**src/hdl/rgbpng_pkg.sv**
```systemverilog
// Shared types, constants and helper functions for the PNG stream encoder.
// No dependencies; compile first.
`default_nettype none

package rgbpng_pkg;

  localparam int PIXEL_W    = 32;
  localparam int BYTE_W     = 8;
  localparam int CFG_IDX_W  = 2;
  localparam int CFG_DATA_W = 13;

  // Configuration register indexes
  typedef enum logic [CFG_IDX_W-1:0] {
    REG_IMAGE_WIDTH  = 2'd0,
    REG_IMAGE_HEIGHT = 2'd1
  } cfg_reg_e;

  localparam logic [CFG_DATA_W-1:0] IMAGE_WIDTH_RST  = 13'd1920;
  localparam logic [CFG_DATA_W-1:0] IMAGE_HEIGHT_RST = 13'd1080;

  localparam logic [31:0] CRC32_POLY = 32'hEDB88320;
  localparam logic [16:0] ADLER_MOD  = 17'd65521;
  localparam logic [15:0] BLOCK_MAX  = 16'hFFFF;

  // File framing bytes
  localparam logic [63:0] PNG_SIG      = 64'h89504E470D0A1A0A;
  localparam logic [31:0] TAG_IHDR     = 32'h49484452;
  localparam logic [31:0] TAG_IDAT     = 32'h49444154;
  localparam logic [31:0] TAG_IEND     = 32'h49454E44;
  localparam logic [7:0]  IHDR_LEN     = 8'd13;
  localparam logic [7:0]  BIT_DEPTH    = 8'd8;
  localparam logic [7:0]  COLOR_RGB    = 8'd2;
  localparam logic [7:0]  ZLIB_CMF     = 8'h78;
  localparam logic [7:0]  ZLIB_FLG     = 8'h01;
  // zlib header plus Adler-32 trailer
  localparam logic [31:0] ZLIB_FRAMING = 32'd6;

  // Update request for the CRC-32 and Adler-32 accumulators
  typedef struct packed {
    logic              crc_feed;
    logic              crc_init;
    logic              adler_feed;
    logic              adler_clear;
    logic [BYTE_W-1:0] data;
  } sums_ctrl_t;

  function automatic logic [31:0] crc32_byte(input logic [31:0] crc_in,
                                             input logic [7:0]  data);
    logic [31:0] c;
    c = crc_in ^ {24'h0, data};
    for (int k = 0; k < 8; k++) begin
      c = c[0] ? (CRC32_POLY ^ (c >> 1)) : (c >> 1);
    end
    return c;
  endfunction

  // Byte of a 32-bit word in big-endian order, position 0 is the top byte
  function automatic logic [7:0] be_byte(input logic [31:0] word,
                                         input logic [1:0]  pos);
    return word[31 - 8*pos -: 8];
  endfunction

endpackage

`default_nettype wire

```
**src/hdl/rgbpng_if.sv**
```systemverilog
// Channel interfaces of the PNG stream encoder: pixel in, file byte out, config write.
// Depends on rgbpng_pkg.
`default_nettype none

interface rgbpng_pixel_if import rgbpng_pkg::*; ();
  logic               valid;
  logic               ready;
  logic [PIXEL_W-1:0] pixel_word;

  modport source (output valid, output pixel_word, input ready);
  modport sink   (input valid, input pixel_word, output ready);
endinterface

interface rgbpng_byte_if import rgbpng_pkg::*; ();
  logic              valid;
  logic              ready;
  logic [BYTE_W-1:0] out_byte;
  logic              run_last;
  logic              file_end;

  modport source (output valid, output out_byte, output run_last, output file_end,
                  input ready);
  modport sink   (input valid, input out_byte, input run_last, input file_end,
                  output ready);
endinterface

interface rgbpng_cfg_if import rgbpng_pkg::*; ();
  logic                  valid;
  logic                  ready;
  logic [CFG_IDX_W-1:0]  reg_index;
  logic [CFG_DATA_W-1:0] reg_data;

  modport source (output valid, output reg_index, output reg_data, input ready);
  modport sink   (input valid, input reg_index, input reg_data, output ready);
endinterface

`default_nettype wire

```
**src/hdl/rgb_frame_to_stored_png_stream_core.sv**
```systemverilog
// Top level: XRGB pixel stream in, uncompressed PNG file (stored deflate) out.
// Depends on rgbpng_pkg, rgbpng_if (channel interfaces) and rgbpng_sums.
//
//   channel   dir   payload                              request taken when
//   pixel_i   in    pixel_word[31:0]                     valid && ready
//   png_o     out   out_byte[7:0], run_last, file_end    valid && ready
//   cfg_i     in    reg_index[1:0], reg_data[12:0]       valid (ready tied high)
//
// One file byte leaves per cycle through the output register while png_o is ready;
// a pixel issues 3 bytes: 4 on the first pixel of a row (filter byte), 5 more where a
// stored block begins, 43 more on the first pixel of a frame, 20 more on the last.
// The next pixel request is taken in the cycle that the current pixel's last byte
// is issued.
// Reset clears all control state and returns the registers to 1920 x 1080.
// A stall on png_o freezes the byte sequencer; the pixel register holds its request.
`default_nettype none

module rgb_frame_to_stored_png_stream_core import rgbpng_pkg::*; #(
  parameter int MAX_WIDTH  = 4096,
  parameter int MAX_HEIGHT = 4096
) (
  input  logic         clk_i,
  input  logic         rst_ni,
  rgbpng_pixel_if.sink pixel_i,
  rgbpng_byte_if.source png_o,
  rgbpng_cfg_if.sink   cfg_i
);

  // Widths of the latched frame size, the position counters and the raw byte count
  localparam int FW    = $clog2(MAX_WIDTH + 1);
  localparam int HW    = $clog2(MAX_HEIGHT + 1);
  localparam int COL_W = $clog2(MAX_WIDTH);
  localparam int ROW_W = (MAX_HEIGHT > 1) ? $clog2(MAX_HEIGHT) : 1;
  localparam int RAW_W = $clog2((3 * MAX_WIDTH + 1) * MAX_HEIGHT + 1);
  // Width for the block count division, at least one bit above the low 16
  localparam int MW    = (RAW_W + 1 > 17) ? RAW_W + 1 : 17;
  localparam int QW    = MW - 16;

  localparam logic [5:0] HEAD_LAST = 6'd42;
  localparam logic [5:0] TAIL_LAST = 6'd19;
  localparam logic [2:0] BH_LAST   = 3'd4;

  typedef enum logic [3:0] {
    ST_IDLE = 4'b0001,
    ST_HEAD = 4'b0010,
    ST_RAW  = 4'b0100,
    ST_TAIL = 4'b1000
  } state_e;

  // Which byte of the pixel is next; the top byte of the stored word is zero
  typedef enum logic [1:0] {
    SEL_FILTER = 2'd0,
    SEL_RED    = 2'd1,
    SEL_GREEN  = 2'd2,
    SEL_BLUE   = 2'd3
  } raw_sel_e;

  // Control state
  state_e                state_q, state_d;
  logic [5:0]            idx_q, idx_d;        // byte index in frame head or tail
  raw_sel_e              sel_q, sel_d;
  logic [2:0]            bh_q, bh_d;          // byte index in a stored block header
  logic                  open_q, open_d;
  logic [COL_W-1:0]      col_q, col_d;
  logic [ROW_W-1:0]      row_q, row_d;
  logic [15:0]           blk_left_q, blk_left_d;
  logic [RAW_W-1:0]      raw_left_q, raw_left_d;
  logic [FW-1:0]         fw_q, fw_d;
  logic [HW-1:0]         fh_q, fh_d;
  logic [CFG_DATA_W-1:0] cfg_w_q, cfg_h_q;
  logic                  out_valid_q;

  // Payload
  logic [23:0]           px_q, px_d;
  logic [RAW_W-1:0]      raw_n_q;
  logic [QW:0]           blocks_q;
  logic [31:0]           idat_len_q;
  logic [BYTE_W-1:0]     out_byte_q;
  logic                  run_last_q, file_end_q;

  // Datapath
  logic                  adv, in_accept, pix_done, file_end_c;
  logic [BYTE_W-1:0]     byte_c;
  sums_ctrl_t            sums_ctrl;
  logic [31:0]           crc_fin;
  logic [15:0]           adler_lo, adler_hi;
  logic                  raw_big;
  logic [15:0]           blk_len, blk_nlen;
  logic [FW-1:0]         col_inc;
  logic [HW-1:0]         row_inc;
  logic [FW-1:0]         fw_sat;
  logic [HW-1:0]         fh_sat;
  logic [RAW_W-1:0]      raw_n_d;
  logic [MW-1:0]         div_m;
  logic [16:0]           div_r;
  logic [QW:0]           blocks_d;
  logic [31:0]           idat_len_d;

  rgbpng_sums u_sums (
    .clk_i      (clk_i),
    .rst_ni     (rst_ni),
    .ctrl_i     (sums_ctrl),
    .crc_fin_o  (crc_fin),
    .adler_lo_o (adler_lo),
    .adler_hi_o (adler_hi)
  );

  // Issue a byte whenever a pixel is in work and the output register is free
  assign adv          = (state_q != ST_IDLE) && (!out_valid_q || png_o.ready);
  assign pixel_i.ready = (state_q == ST_IDLE) || (adv && pix_done);
  assign in_accept    = pixel_i.valid && pixel_i.ready;
  assign cfg_i.ready  = 1'b1;

  // Saturate the frame size at frame start
  always_comb begin
    if (cfg_w_q < 13'd2) begin
      fw_sat = FW'(2);
    end else if (32'(cfg_w_q) > MAX_WIDTH) begin
      fw_sat = FW'(MAX_WIDTH);
    end else begin
      fw_sat = FW'(cfg_w_q);
    end
    if (cfg_h_q < 13'd1) begin
      fh_sat = HW'(1);
    end else if (32'(cfg_h_q) > MAX_HEIGHT) begin
      fh_sat = HW'(MAX_HEIGHT);
    end else begin
      fh_sat = HW'(cfg_h_q);
    end
  end

  // IDAT length: raw count, then blocks = ceil(raw / 65535), then total.
  // Each stage is registered and settles after the frame size latch, long before
  // the length bytes go out.
  always_comb begin
    raw_n_d  = (RAW_W'(fw_q) + RAW_W'(fw_q) + RAW_W'(fw_q) + RAW_W'(1)) * RAW_W'(fh_q);
    // floor(m / 65535) = (m >> 16) plus one when the low half plus the quotient wraps
    div_m    = MW'(raw_n_q) + MW'(BLOCK_MAX - 16'd1);
    div_r    = 17'(div_m[15:0]) + 17'(div_m[MW-1:16]);
    blocks_d = (QW+1)'(div_m[MW-1:16]) + (QW+1)'(div_r >= 17'(BLOCK_MAX));
    idat_len_d = 32'(raw_n_q) + (32'(blocks_q) << 2) + 32'(blocks_q) + ZLIB_FRAMING;
  end

  // Stored block header fields
  always_comb begin
    raw_big  = 32'(raw_left_q) > 32'(BLOCK_MAX);
    blk_len  = raw_big ? BLOCK_MAX : 16'(raw_left_q);
    blk_nlen = ~blk_len;
  end

  assign col_inc = FW'(col_q) + FW'(1);
  assign row_inc = HW'(row_q) + HW'(1);

  // Byte sequencer
  always_comb begin
    state_d    = state_q;
    idx_d      = idx_q;
    sel_d      = sel_q;
    bh_d       = bh_q;
    open_d     = open_q;
    col_d      = col_q;
    row_d      = row_q;
    blk_left_d = blk_left_q;
    raw_left_d = raw_left_q;
    fw_d       = fw_q;
    fh_d       = fh_q;
    px_d       = px_q;
    byte_c     = '0;
    pix_done   = 1'b0;
    file_end_c = 1'b0;
    sums_ctrl  = '0;

    if (adv) begin
      unique case (state_q)
        ST_HEAD: begin
          idx_d = idx_q + 6'd1;
          case (idx_q) inside
            [6'd0:6'd7]:   byte_c = PNG_SIG[63 - 8*idx_q[2:0] -: 8];
            [6'd8:6'd10]:  byte_c = 8'h00;
            6'd11:         byte_c = IHDR_LEN;
            [6'd12:6'd15]: begin
              byte_c             = be_byte(TAG_IHDR, idx_q[1:0]);
              sums_ctrl.crc_feed = 1'b1;
              sums_ctrl.crc_init = (idx_q == 6'd12);
            end
            [6'd16:6'd19]: begin
              byte_c             = be_byte(32'(fw_q), idx_q[1:0]);
              sums_ctrl.crc_feed = 1'b1;
            end
            [6'd20:6'd23]: begin
              byte_c             = be_byte(32'(fh_q), idx_q[1:0]);
              sums_ctrl.crc_feed = 1'b1;
            end
            6'd24: begin
              byte_c             = BIT_DEPTH;
              sums_ctrl.crc_feed = 1'b1;
            end
            6'd25: begin
              byte_c             = COLOR_RGB;
              sums_ctrl.crc_feed = 1'b1;
            end
            [6'd26:6'd28]: begin
              byte_c             = 8'h00;
              sums_ctrl.crc_feed = 1'b1;
            end
            [6'd29:6'd32]: byte_c = be_byte(crc_fin, 2'(idx_q - 6'd29));
            [6'd33:6'd36]: byte_c = be_byte(idat_len_q, 2'(idx_q - 6'd33));
            [6'd37:6'd40]: begin
              byte_c             = be_byte(TAG_IDAT, 2'(idx_q - 6'd37));
              sums_ctrl.crc_feed = 1'b1;
              sums_ctrl.crc_init = (idx_q == 6'd37);
            end
            6'd41: begin
              byte_c             = ZLIB_CMF;
              sums_ctrl.crc_feed = 1'b1;
            end
            6'd42: begin
              byte_c             = ZLIB_FLG;
              sums_ctrl.crc_feed = 1'b1;
            end
            default: byte_c = 8'h00;
          endcase
          // Latch the frame size on the first signature byte
          if (idx_q == 6'd0) begin
            fw_d                  = fw_sat;
            fh_d                  = fh_sat;
            sums_ctrl.adler_clear = 1'b1;
          end
          if (idx_q == HEAD_LAST) begin
            state_d    = ST_RAW;
            sel_d      = SEL_FILTER;
            bh_d       = '0;
            raw_left_d = raw_n_q;
            blk_left_d = '0;
            col_d      = '0;
            row_d      = '0;
            open_d     = 1'b1;
          end
        end

        ST_RAW: begin
          sums_ctrl.crc_feed = 1'b1;
          if (blk_left_q == 16'd0) begin
            // Stored block header: BFINAL, LEN, NLEN
            case (bh_q)
              3'd0:    byte_c = {7'b0, !raw_big};
              3'd1:    byte_c = blk_len[7:0];
              3'd2:    byte_c = blk_len[15:8];
              3'd3:    byte_c = blk_nlen[7:0];
              3'd4:    byte_c = blk_nlen[15:8];
              default: byte_c = 8'h00;
            endcase
            if (bh_q == BH_LAST) begin
              bh_d       = '0;
              blk_left_d = blk_len;
            end else begin
              bh_d = bh_q + 3'd1;
            end
          end else begin
            byte_c               = be_byte(32'(px_q), sel_q);
            sums_ctrl.adler_feed = 1'b1;
            blk_left_d           = blk_left_q - 16'd1;
            raw_left_d           = raw_left_q - RAW_W'(1);
            if (sel_q == SEL_BLUE) begin
              if (col_inc == fw_q) begin
                col_d = '0;
                if (row_inc == fh_q) begin
                  row_d   = '0;
                  state_d = ST_TAIL;
                  idx_d   = '0;
                end else begin
                  row_d    = ROW_W'(row_inc);
                  pix_done = 1'b1;
                end
              end else begin
                col_d    = COL_W'(col_inc);
                pix_done = 1'b1;
              end
            end else begin
              sel_d = raw_sel_e'(sel_q + 2'd1);
            end
          end
        end

        ST_TAIL: begin
          idx_d = idx_q + 6'd1;
          case (idx_q) inside
            [6'd0:6'd3]: begin
              byte_c             = be_byte({adler_hi, adler_lo}, idx_q[1:0]);
              sums_ctrl.crc_feed = 1'b1;
            end
            [6'd4:6'd7]:   byte_c = be_byte(crc_fin, idx_q[1:0]);
            [6'd8:6'd11]:  byte_c = 8'h00;
            [6'd12:6'd15]: begin
              byte_c             = be_byte(TAG_IEND, idx_q[1:0]);
              sums_ctrl.crc_feed = 1'b1;
              sums_ctrl.crc_init = (idx_q == 6'd12);
            end
            [6'd16:6'd19]: byte_c = be_byte(crc_fin, idx_q[1:0]);
            default:       byte_c = 8'h00;
          endcase
          if (idx_q == TAIL_LAST) begin
            file_end_c = 1'b1;
            pix_done   = 1'b1;
            open_d     = 1'b0;
            raw_left_d = '0;
            blk_left_d = '0;
          end
        end

        default: ;
      endcase
      sums_ctrl.data = byte_c;
    end

    if (pix_done) begin
      state_d = ST_IDLE;
    end
    // Take the next request; a row start opens with the filter byte
    if (in_accept) begin
      px_d    = pixel_i.pixel_word[23:0];
      state_d = open_d ? ST_RAW : ST_HEAD;
      idx_d   = '0;
      sel_d   = (col_d == '0) ? SEL_FILTER : SEL_RED;
    end
  end

  always_ff @(posedge clk_i or negedge rst_ni) begin
    if (!rst_ni) begin
      state_q     <= ST_IDLE;
      idx_q       <= '0;
      sel_q       <= SEL_FILTER;
      bh_q        <= '0;
      open_q      <= 1'b0;
      col_q       <= '0;
      row_q       <= '0;
      blk_left_q  <= '0;
      raw_left_q  <= '0;
      fw_q        <= FW'(2);
      fh_q        <= HW'(1);
      cfg_w_q     <= IMAGE_WIDTH_RST;
      cfg_h_q     <= IMAGE_HEIGHT_RST;
      out_valid_q <= 1'b0;
    end else begin
      state_q    <= state_d;
      idx_q      <= idx_d;
      sel_q      <= sel_d;
      bh_q       <= bh_d;
      open_q     <= open_d;
      col_q      <= col_d;
      row_q      <= row_d;
      blk_left_q <= blk_left_d;
      raw_left_q <= raw_left_d;
      fw_q       <= fw_d;
      fh_q       <= fh_d;
      if (adv) begin
        out_valid_q <= 1'b1;
      end else if (png_o.ready) begin
        out_valid_q <= 1'b0;
      end
      if (cfg_i.valid) begin
        case (cfg_i.reg_index)
          REG_IMAGE_WIDTH:  cfg_w_q <= cfg_i.reg_data;
          REG_IMAGE_HEIGHT: cfg_h_q <= cfg_i.reg_data;
          default: ;
        endcase
      end
    end
  end

  always_ff @(posedge clk_i) begin
    px_q       <= px_d;
    raw_n_q    <= raw_n_d;
    blocks_q   <= blocks_d;
    idat_len_q <= idat_len_d;
    if (adv) begin
      out_byte_q <= byte_c;
      run_last_q <= pix_done;
      file_end_q <= file_end_c;
    end
  end

  assign png_o.valid    = out_valid_q;
  assign png_o.out_byte = out_byte_q;
  assign png_o.run_last = run_last_q;
  assign png_o.file_end = file_end_q;

endmodule

`default_nettype wire

```
**src/hdl/rgbpng_sums.sv**
```systemverilog
// Running CRC-32 of the current chunk and Adler-32 of the raw scanline data.
// Depends on rgbpng_pkg.
`default_nettype none

module rgbpng_sums import rgbpng_pkg::*; (
  input  logic       clk_i,
  input  logic       rst_ni,
  input  sums_ctrl_t ctrl_i,
  output logic [31:0] crc_fin_o,
  output logic [15:0] adler_lo_o,
  output logic [15:0] adler_hi_o
);

  logic [31:0] crc_q, crc_d, crc_base;
  logic [15:0] lo_q, lo_d, hi_q, hi_d;
  logic [16:0] s1, s2;

  always_comb begin
    crc_base = ctrl_i.crc_init ? '1 : crc_q;
    crc_d    = ctrl_i.crc_feed ? crc32_byte(crc_base, ctrl_i.data) : crc_q;

    // Both sums stay below the modulus, so one subtract suffices
    s1 = 17'(lo_q) + 17'(ctrl_i.data);
    if (s1 >= ADLER_MOD) begin
      s1 = s1 - ADLER_MOD;
    end
    s2 = 17'(hi_q) + s1;
    if (s2 >= ADLER_MOD) begin
      s2 = s2 - ADLER_MOD;
    end

    lo_d = lo_q;
    hi_d = hi_q;
    if (ctrl_i.adler_clear) begin
      lo_d = 16'd1;
      hi_d = 16'd0;
    end else if (ctrl_i.adler_feed) begin
      lo_d = s1[15:0];
      hi_d = s2[15:0];
    end
  end

  always_ff @(posedge clk_i or negedge rst_ni) begin
    if (!rst_ni) begin
      crc_q <= '1;
      lo_q  <= 16'd1;
      hi_q  <= 16'd0;
    end else begin
      crc_q <= crc_d;
      lo_q  <= lo_d;
      hi_q  <= hi_d;
    end
  end

  assign crc_fin_o  = ~crc_q;
  assign adler_lo_o = lo_q;
  assign adler_hi_o = hi_q;

endmodule

`default_nettype wire

```
**src/flat_wrapper.sv**
```systemverilog
// flat-port wrapper written by rule: the top's interface ports become plain ports
module rgb_frame_to_stored_png_stream_core_flat import rgbpng_pkg::*;
#(
  parameter int MAX_WIDTH  = 4096,
  parameter int MAX_HEIGHT = 4096
)
  (clk_i, rst_ni, pixel_i_valid, pixel_i_pixel_word, pixel_i_ready, png_o_valid, png_o_out_byte, png_o_run_last, png_o_file_end, png_o_ready, cfg_i_valid, cfg_i_reg_index, cfg_i_reg_data, cfg_i_ready);
  rgbpng_pixel_if pixel_i_i ();
  rgbpng_byte_if png_o_i ();
  rgbpng_cfg_if cfg_i_i ();
  input  logic clk_i;
  input  logic rst_ni;
  input wire logic [$bits(pixel_i_i.valid)-1:0] pixel_i_valid;
  input wire logic [$bits(pixel_i_i.pixel_word)-1:0] pixel_i_pixel_word;
  output wire logic [$bits(pixel_i_i.ready)-1:0] pixel_i_ready;
  output wire logic [$bits(png_o_i.valid)-1:0] png_o_valid;
  output wire logic [$bits(png_o_i.out_byte)-1:0] png_o_out_byte;
  output wire logic [$bits(png_o_i.run_last)-1:0] png_o_run_last;
  output wire logic [$bits(png_o_i.file_end)-1:0] png_o_file_end;
  input wire logic [$bits(png_o_i.ready)-1:0] png_o_ready;
  input wire logic [$bits(cfg_i_i.valid)-1:0] cfg_i_valid;
  input wire logic [$bits(cfg_i_i.reg_index)-1:0] cfg_i_reg_index;
  input wire logic [$bits(cfg_i_i.reg_data)-1:0] cfg_i_reg_data;
  output wire logic [$bits(cfg_i_i.ready)-1:0] cfg_i_ready;
  assign pixel_i_i.valid = pixel_i_valid;
  assign pixel_i_i.pixel_word = pixel_i_pixel_word;
  assign pixel_i_ready = pixel_i_i.ready;
  assign png_o_valid = png_o_i.valid;
  assign png_o_out_byte = png_o_i.out_byte;
  assign png_o_run_last = png_o_i.run_last;
  assign png_o_file_end = png_o_i.file_end;
  assign png_o_i.ready = png_o_ready;
  assign cfg_i_i.valid = cfg_i_valid;
  assign cfg_i_i.reg_index = cfg_i_reg_index;
  assign cfg_i_i.reg_data = cfg_i_reg_data;
  assign cfg_i_ready = cfg_i_i.ready;
  rgb_frame_to_stored_png_stream_core #(.MAX_WIDTH(MAX_WIDTH), .MAX_HEIGHT(MAX_HEIGHT)) u_core (.clk_i(clk_i), .rst_ni(rst_ni), .pixel_i(pixel_i_i), .png_o(png_o_i), .cfg_i(cfg_i_i));
endmodule
```
**config.mk**
```make
export PLATFORM = sky130hd
export DESIGN_NAME = rgb_frame_to_stored_png_stream_core_flat
export DESIGN_NICKNAME = d
export VERILOG_FILES = /design/src/hdl/rgbpng_pkg.sv /design/src/hdl/rgbpng_if.sv /design/src/hdl/rgb_frame_to_stored_png_stream_core.sv /design/src/hdl/rgbpng_sums.sv /design/src/flat_wrapper.sv
export SDC_FILE = /design/constraint.sdc
export NUM_CORES = 1
export LEC_CHECK = 0
export BUFFER_PORTS_ARGS = -buffer_cell sky130_fd_sc_hd__buf_4
export CAP_MARGIN = 20
export CELL_PAD_IN_SITES_DETAIL_PLACEMENT = 0
export CELL_PAD_IN_SITES_GLOBAL_PLACEMENT = 1
export CORE_MARGIN = 2
export CORE_UTILIZATION = 50
export CTS_BUF_LIST = sky130_fd_sc_hd__clkbuf_16
export CTS_CLUSTER_DIAMETER = 100
export DETAILED_ROUTE_END_ITERATION = 7
export PLACE_DENSITY = 0.81
export SLEW_MARGIN = 20
export SYNTH_ARGS = -nofsm -noshare
export SYNTH_HDL_FRONTEND = slang
export SYNTH_SLANG_ARGS = --single-unit
```
**constraint.sdc**
```tcl
create_clock -name clk_i -period 14.8 [get_ports clk_i]
set_input_delay 0.74 -clock clk_i [delete_from_list [all_inputs] [get_ports clk_i]]
set_output_delay 0.74 -clock clk_i [all_outputs]
set_load 0.005 [all_outputs]
```
==> key figures <==
Min path
  • Hold Path Class: in2async

Global route
  • GRT Residual Overflow: 0
  • Largest net degree at the start of global routing: 70
  • First-pass GRT wire length: 129000 um
  • Initial antenna violation count: 0
  • Overall Global Routing Usage: between 20% and 30%
  • Vias in the first global route: roughly 23000

STA
  • Final setup fails: 0
  • Setup TNS: 0 ps
  • Min cycle time layout: between 10000 and 15000 ps
  • Hold Vio Cnt, Final: 0
  • Worst Tran Pin Value: between 1000 and 1500 ps
  • RSZ-0062 raised after global routing: false
  • F_max: around 0.087 GHz
  • Fin crit share: about four fifths
  • Worst Clk Skew: between 10 and 15 ps
  • Max-Slew Margin vs Limit: between 20% and 30%
  • Slew Limit Fails: 0

Power and ir drop
  • Pint: around 0.0014 W
  • Peak VDD IR: roughly 0.09 mV
  • NetSw: between 0.0004 and 0.0005 W
  • Clock share of power: 51.8%
  • Leakage: 13.1 nW
  • P per Cell Area: between 60 and 70 nW/um^2
  • Seq pwr share: between 40% and 50%
  • Combinational fraction of design power: around 2.6%
  • Power after layout: around 0.0019 W
  • Net Sw Frac: 23.2%

Yosys
  • Post-synth EDFFs: 34
  • Sequential share of the synthesized area: a little over a quarter
  • Post-synthesis cell type count: roughly 100
  • Synthesized area per cell: 8.71 um^2
  • Syn Std Cell Area: roughly 28000 um^2
  • Yosys warning count: 0
  • Most used DFF post-synth: dfrtp_1
  • Synth Instances: between 3000 and 4000
  • FFs w/ async S/R, synth: between 60% and 70%
  • Register bit count reported by yosys: approximately 300

Critical path
  • Crit-path slowest cell: dfrtp_2
  • Reg2Reg Capture Point: u_core.u_sums.adler_hi_o[3]
  • Critical Path Source: u_core.idx_q[0]
  • Worst R2R Start: u_core.idx_q[0]
  • CP Capture Type: flip-flop
  • Worst R2R Setup Slack: 3240 ps
  • Worst Path Required: between 15000 and 20000 ps
  • Crit-path max FO: 23
  • Worst EP arrival: ~12000 ps
  • CP Launch Type: flip-flop
  • Crit Path Category: reg2reg
  • R2R depth: 32
  • Slowest cell delay on critical path: around 840 ps

Floorplanning
  • Site row count: 86
  • Starting Density: 50.4%
  • Ports: 65
  • Die W: 239 um
  • Die Span Y: around 240 um
  • Core Region: 55000 um^2
  • Die ar.: between 50000 and 60000 um^2

Routing
  • Met3 wire length: approximately 5100 um
  • Total Wirelength: slightly above 80000 um
  • Highest routed layer: met4
  • Met2 routed WL: approximately 36000 um
  • First-pass DRT Iterations: 7
  • Routed Antenna Nets: 0
  • Via count: around 24000
  • M1 wire length: roughly 38000 um
  • Vias/cell: 6.08
  • Drt wl/cell: approximately 21 um
  • Iter 0 DRT Violations: 2326
  • # DRC: 0

Clocking
  • Setup bufs post-CTS: 0
  • # resized after CTS: 0
  • CTS H-tree depth: 2
  • CTS tree: done
  • Clock Tree Root: clkbuf_16
  • Clk sinks: 299
  • Clk Latency, worst-skew pair: roughly 570 ps
  • Max Buffers Root-to-Sink: 3
  • Hold buffer count at CTS: 0
  • Clock slew at reported path FFs: about 60 ps
  • CTS buffer count: 38

Outcome
  • Status: finished, final reports clean

Layout
  • Nets@finish: roughly 3500
  • Most common cell after layout, fill and taps aside: nand2_1
  • Area growth, synth to finish: 8.66%
  • Layout cells sized above 1: 10.1%
  • Commonest non-fill, non-tap cells in the layout: nand2_1 (333), inv_1 (249), o21ai_0 (224)

Placement
  • Post-DP HPWL: 60800 um
  • GPL Wtd Cong: around 0.96
  • IO Port Bufs: 55

Flow run
  • Max capacitance violation total: 0
## how the worst max path moves through the flow
stage	to	slack, ps
final	u_core.u_sums.adler_hi_o[3]	3240
after CTS	u_core.u_sums.adler_hi_o[7]	3270
after detailed placement	u_core.u_sums.adler_hi_o[7]	3360
after global placement	u_core.u_sums.adler_hi_o[3]	3630
after global routing	u_core.u_sums.adler_hi_o[3]	2500
after floorplan	u_core.u_sums.adler_hi_o[3]	4570
## power groups by stage
| stage | Combinational [W] | Sequential [W] | Clock (W) |
|---|---|---|---|
| finish | 0.0000486 | 0.000860 | 0.000976 |
| global route | 0.0000545 | 0.000862 | 0.00103 |
| CTS | 0.0000498 | 0.000860 | 0.000996 |
| detailed placement | 0.0000496 | 0.000876 | 0 |
| global placement | 0.0000481 | 0.000875 | 0 |
| floorplan | 0.0000213 | 0.000871 | 0 |
## synth_stat cells, drive strengths merged (9+ instances only)
master / number / area (um^2)
mux2: 44 / 495
a2111oi: 9 / 97.6
or3: 30 / 188
o21bai: 16 / 120
and3: 29 / 181
fa: 148 / 2960
clkbuf: 150 / 564
a21oi: 141 / 706
xor2: 83 / 734
a22oi: 30 / 225
a211o: 11 / 96.3
edfxtp: 34 / 1020
a21o: 40 / 300
nand2b: 42 / 263
ha: 172 / 2150
nand3: 65 / 325
nor3b: 13 / 97.6
and2: 84 / 526
nor2b: 44 / 275
mux4: 27 / 608
nand2: 333 / 1250
nor3: 77 / 390
a22o: 25 / 219
dfstp: 44 / 1160
o21a: 30 / 225
nor4: 34 / 213
dfrtp: 155 / 3880
nor2: 216 / 811
o22ai: 10 / 62.6
mux2i: 28 / 280
nand4: 24 / 150
o41ai: 12 / 105
a31oi: 28 / 175
o31ai: 27 / 203
or2: 14 / 87.6
buf: 21 / 95.1
or4: 13 / 97.6
o211ai: 17 / 128
inv: 246 / 923
a211oi: 17 / 128
dfxtp: 66 / 1320
nand3b: 14 / 105
o21ai: 242 / 1210
xnor2: 153 / 1370
## per-stage QoR
step / hold slack (ps) / instances / worst slack [ps] / area, um^2 / utilization, %
after floorplan: 444 / 3183 / 4570 / 27700 / -
after global placement: 467 / 3860 / 3630 / 28800 / 52.4
after detailed placement: 472 / 3860 / 3360 / 28800 / 52.4
after CTS: 158 / 3930 / 3270 / 30100 / 54.8
after global routing: 181 / 3930 / 2500 / 30100 / 54.8
final: 153 / 3931 / 3240 / 30100 / 54.8
## layout make-up
class / count / area, um^2
Antenna cell: 1 / 2.50
Clock buffer: 41 / 1030
Clock inverter: 29 / 279
Fill cell: 5022 / 24900
Inverter: 247 / 927
Multi-Input combinational cell: 2466 / 18800
Sequential cell: 299 / 7380
Tap cell: 748 / 936
Timing Repair Buffer: 100 / 757
## flip-flops by register name, summed over array words and instances (netlist names), 4 cells and up
name / cells
u_core.fw_q: 13
u_core.col_q: 12
u_core.blocks_q: 12
u_core.png_o.out_byte: 8
u_core.idx_q: 6
u_core.cfg_h_q: 13
u_core.u_sums.adler_hi_o: 16
u_core.u_sums.adler_lo_o: 16
u_core.u_sums.crc_q: 32
u_core.cfg_w_q: 13
u_core.raw_left_q: 26
u_core.idat_len_q: 28
u_core.px_q: 24
u_core.raw_n_q: 26
u_core.blk_left_q: 16
u_core.row_q: 12
u_core.state_q: 4
u_core.fh_q: 13
## per-layer routing
metal	vias to the layer above	track usage, %
met2	815	44.0
li1	11084	-
met3	135	3.79
met5	-	0
met4	0	8.43
met1	11874	42.2
## critical path, delay by kind of cell, from the launching register on
family	cells	cell delay [ps]
mux	1	280
flops	1	840
simple gates	6	2150
compound gates	18	6270
buf+inv	3	540
fa+ha+maj	3	1040
xor+xnor	1	300
## cells by family (layout without fill, tap and decap cells)
logic type	after synthesis	in the layout	share of synthesized area (%)
xor+xnor	240	240	7.93
buf+inv	418	417	5.72
fa+ha+maj	322	322	18.5
flops	299	299	26.6
compound gates	737	737	17.2
mux	99	99	4.99
other cells	2	4	0.0271
simple gates	1065	1065	19.0
Power figures use the tool's default switching activity.
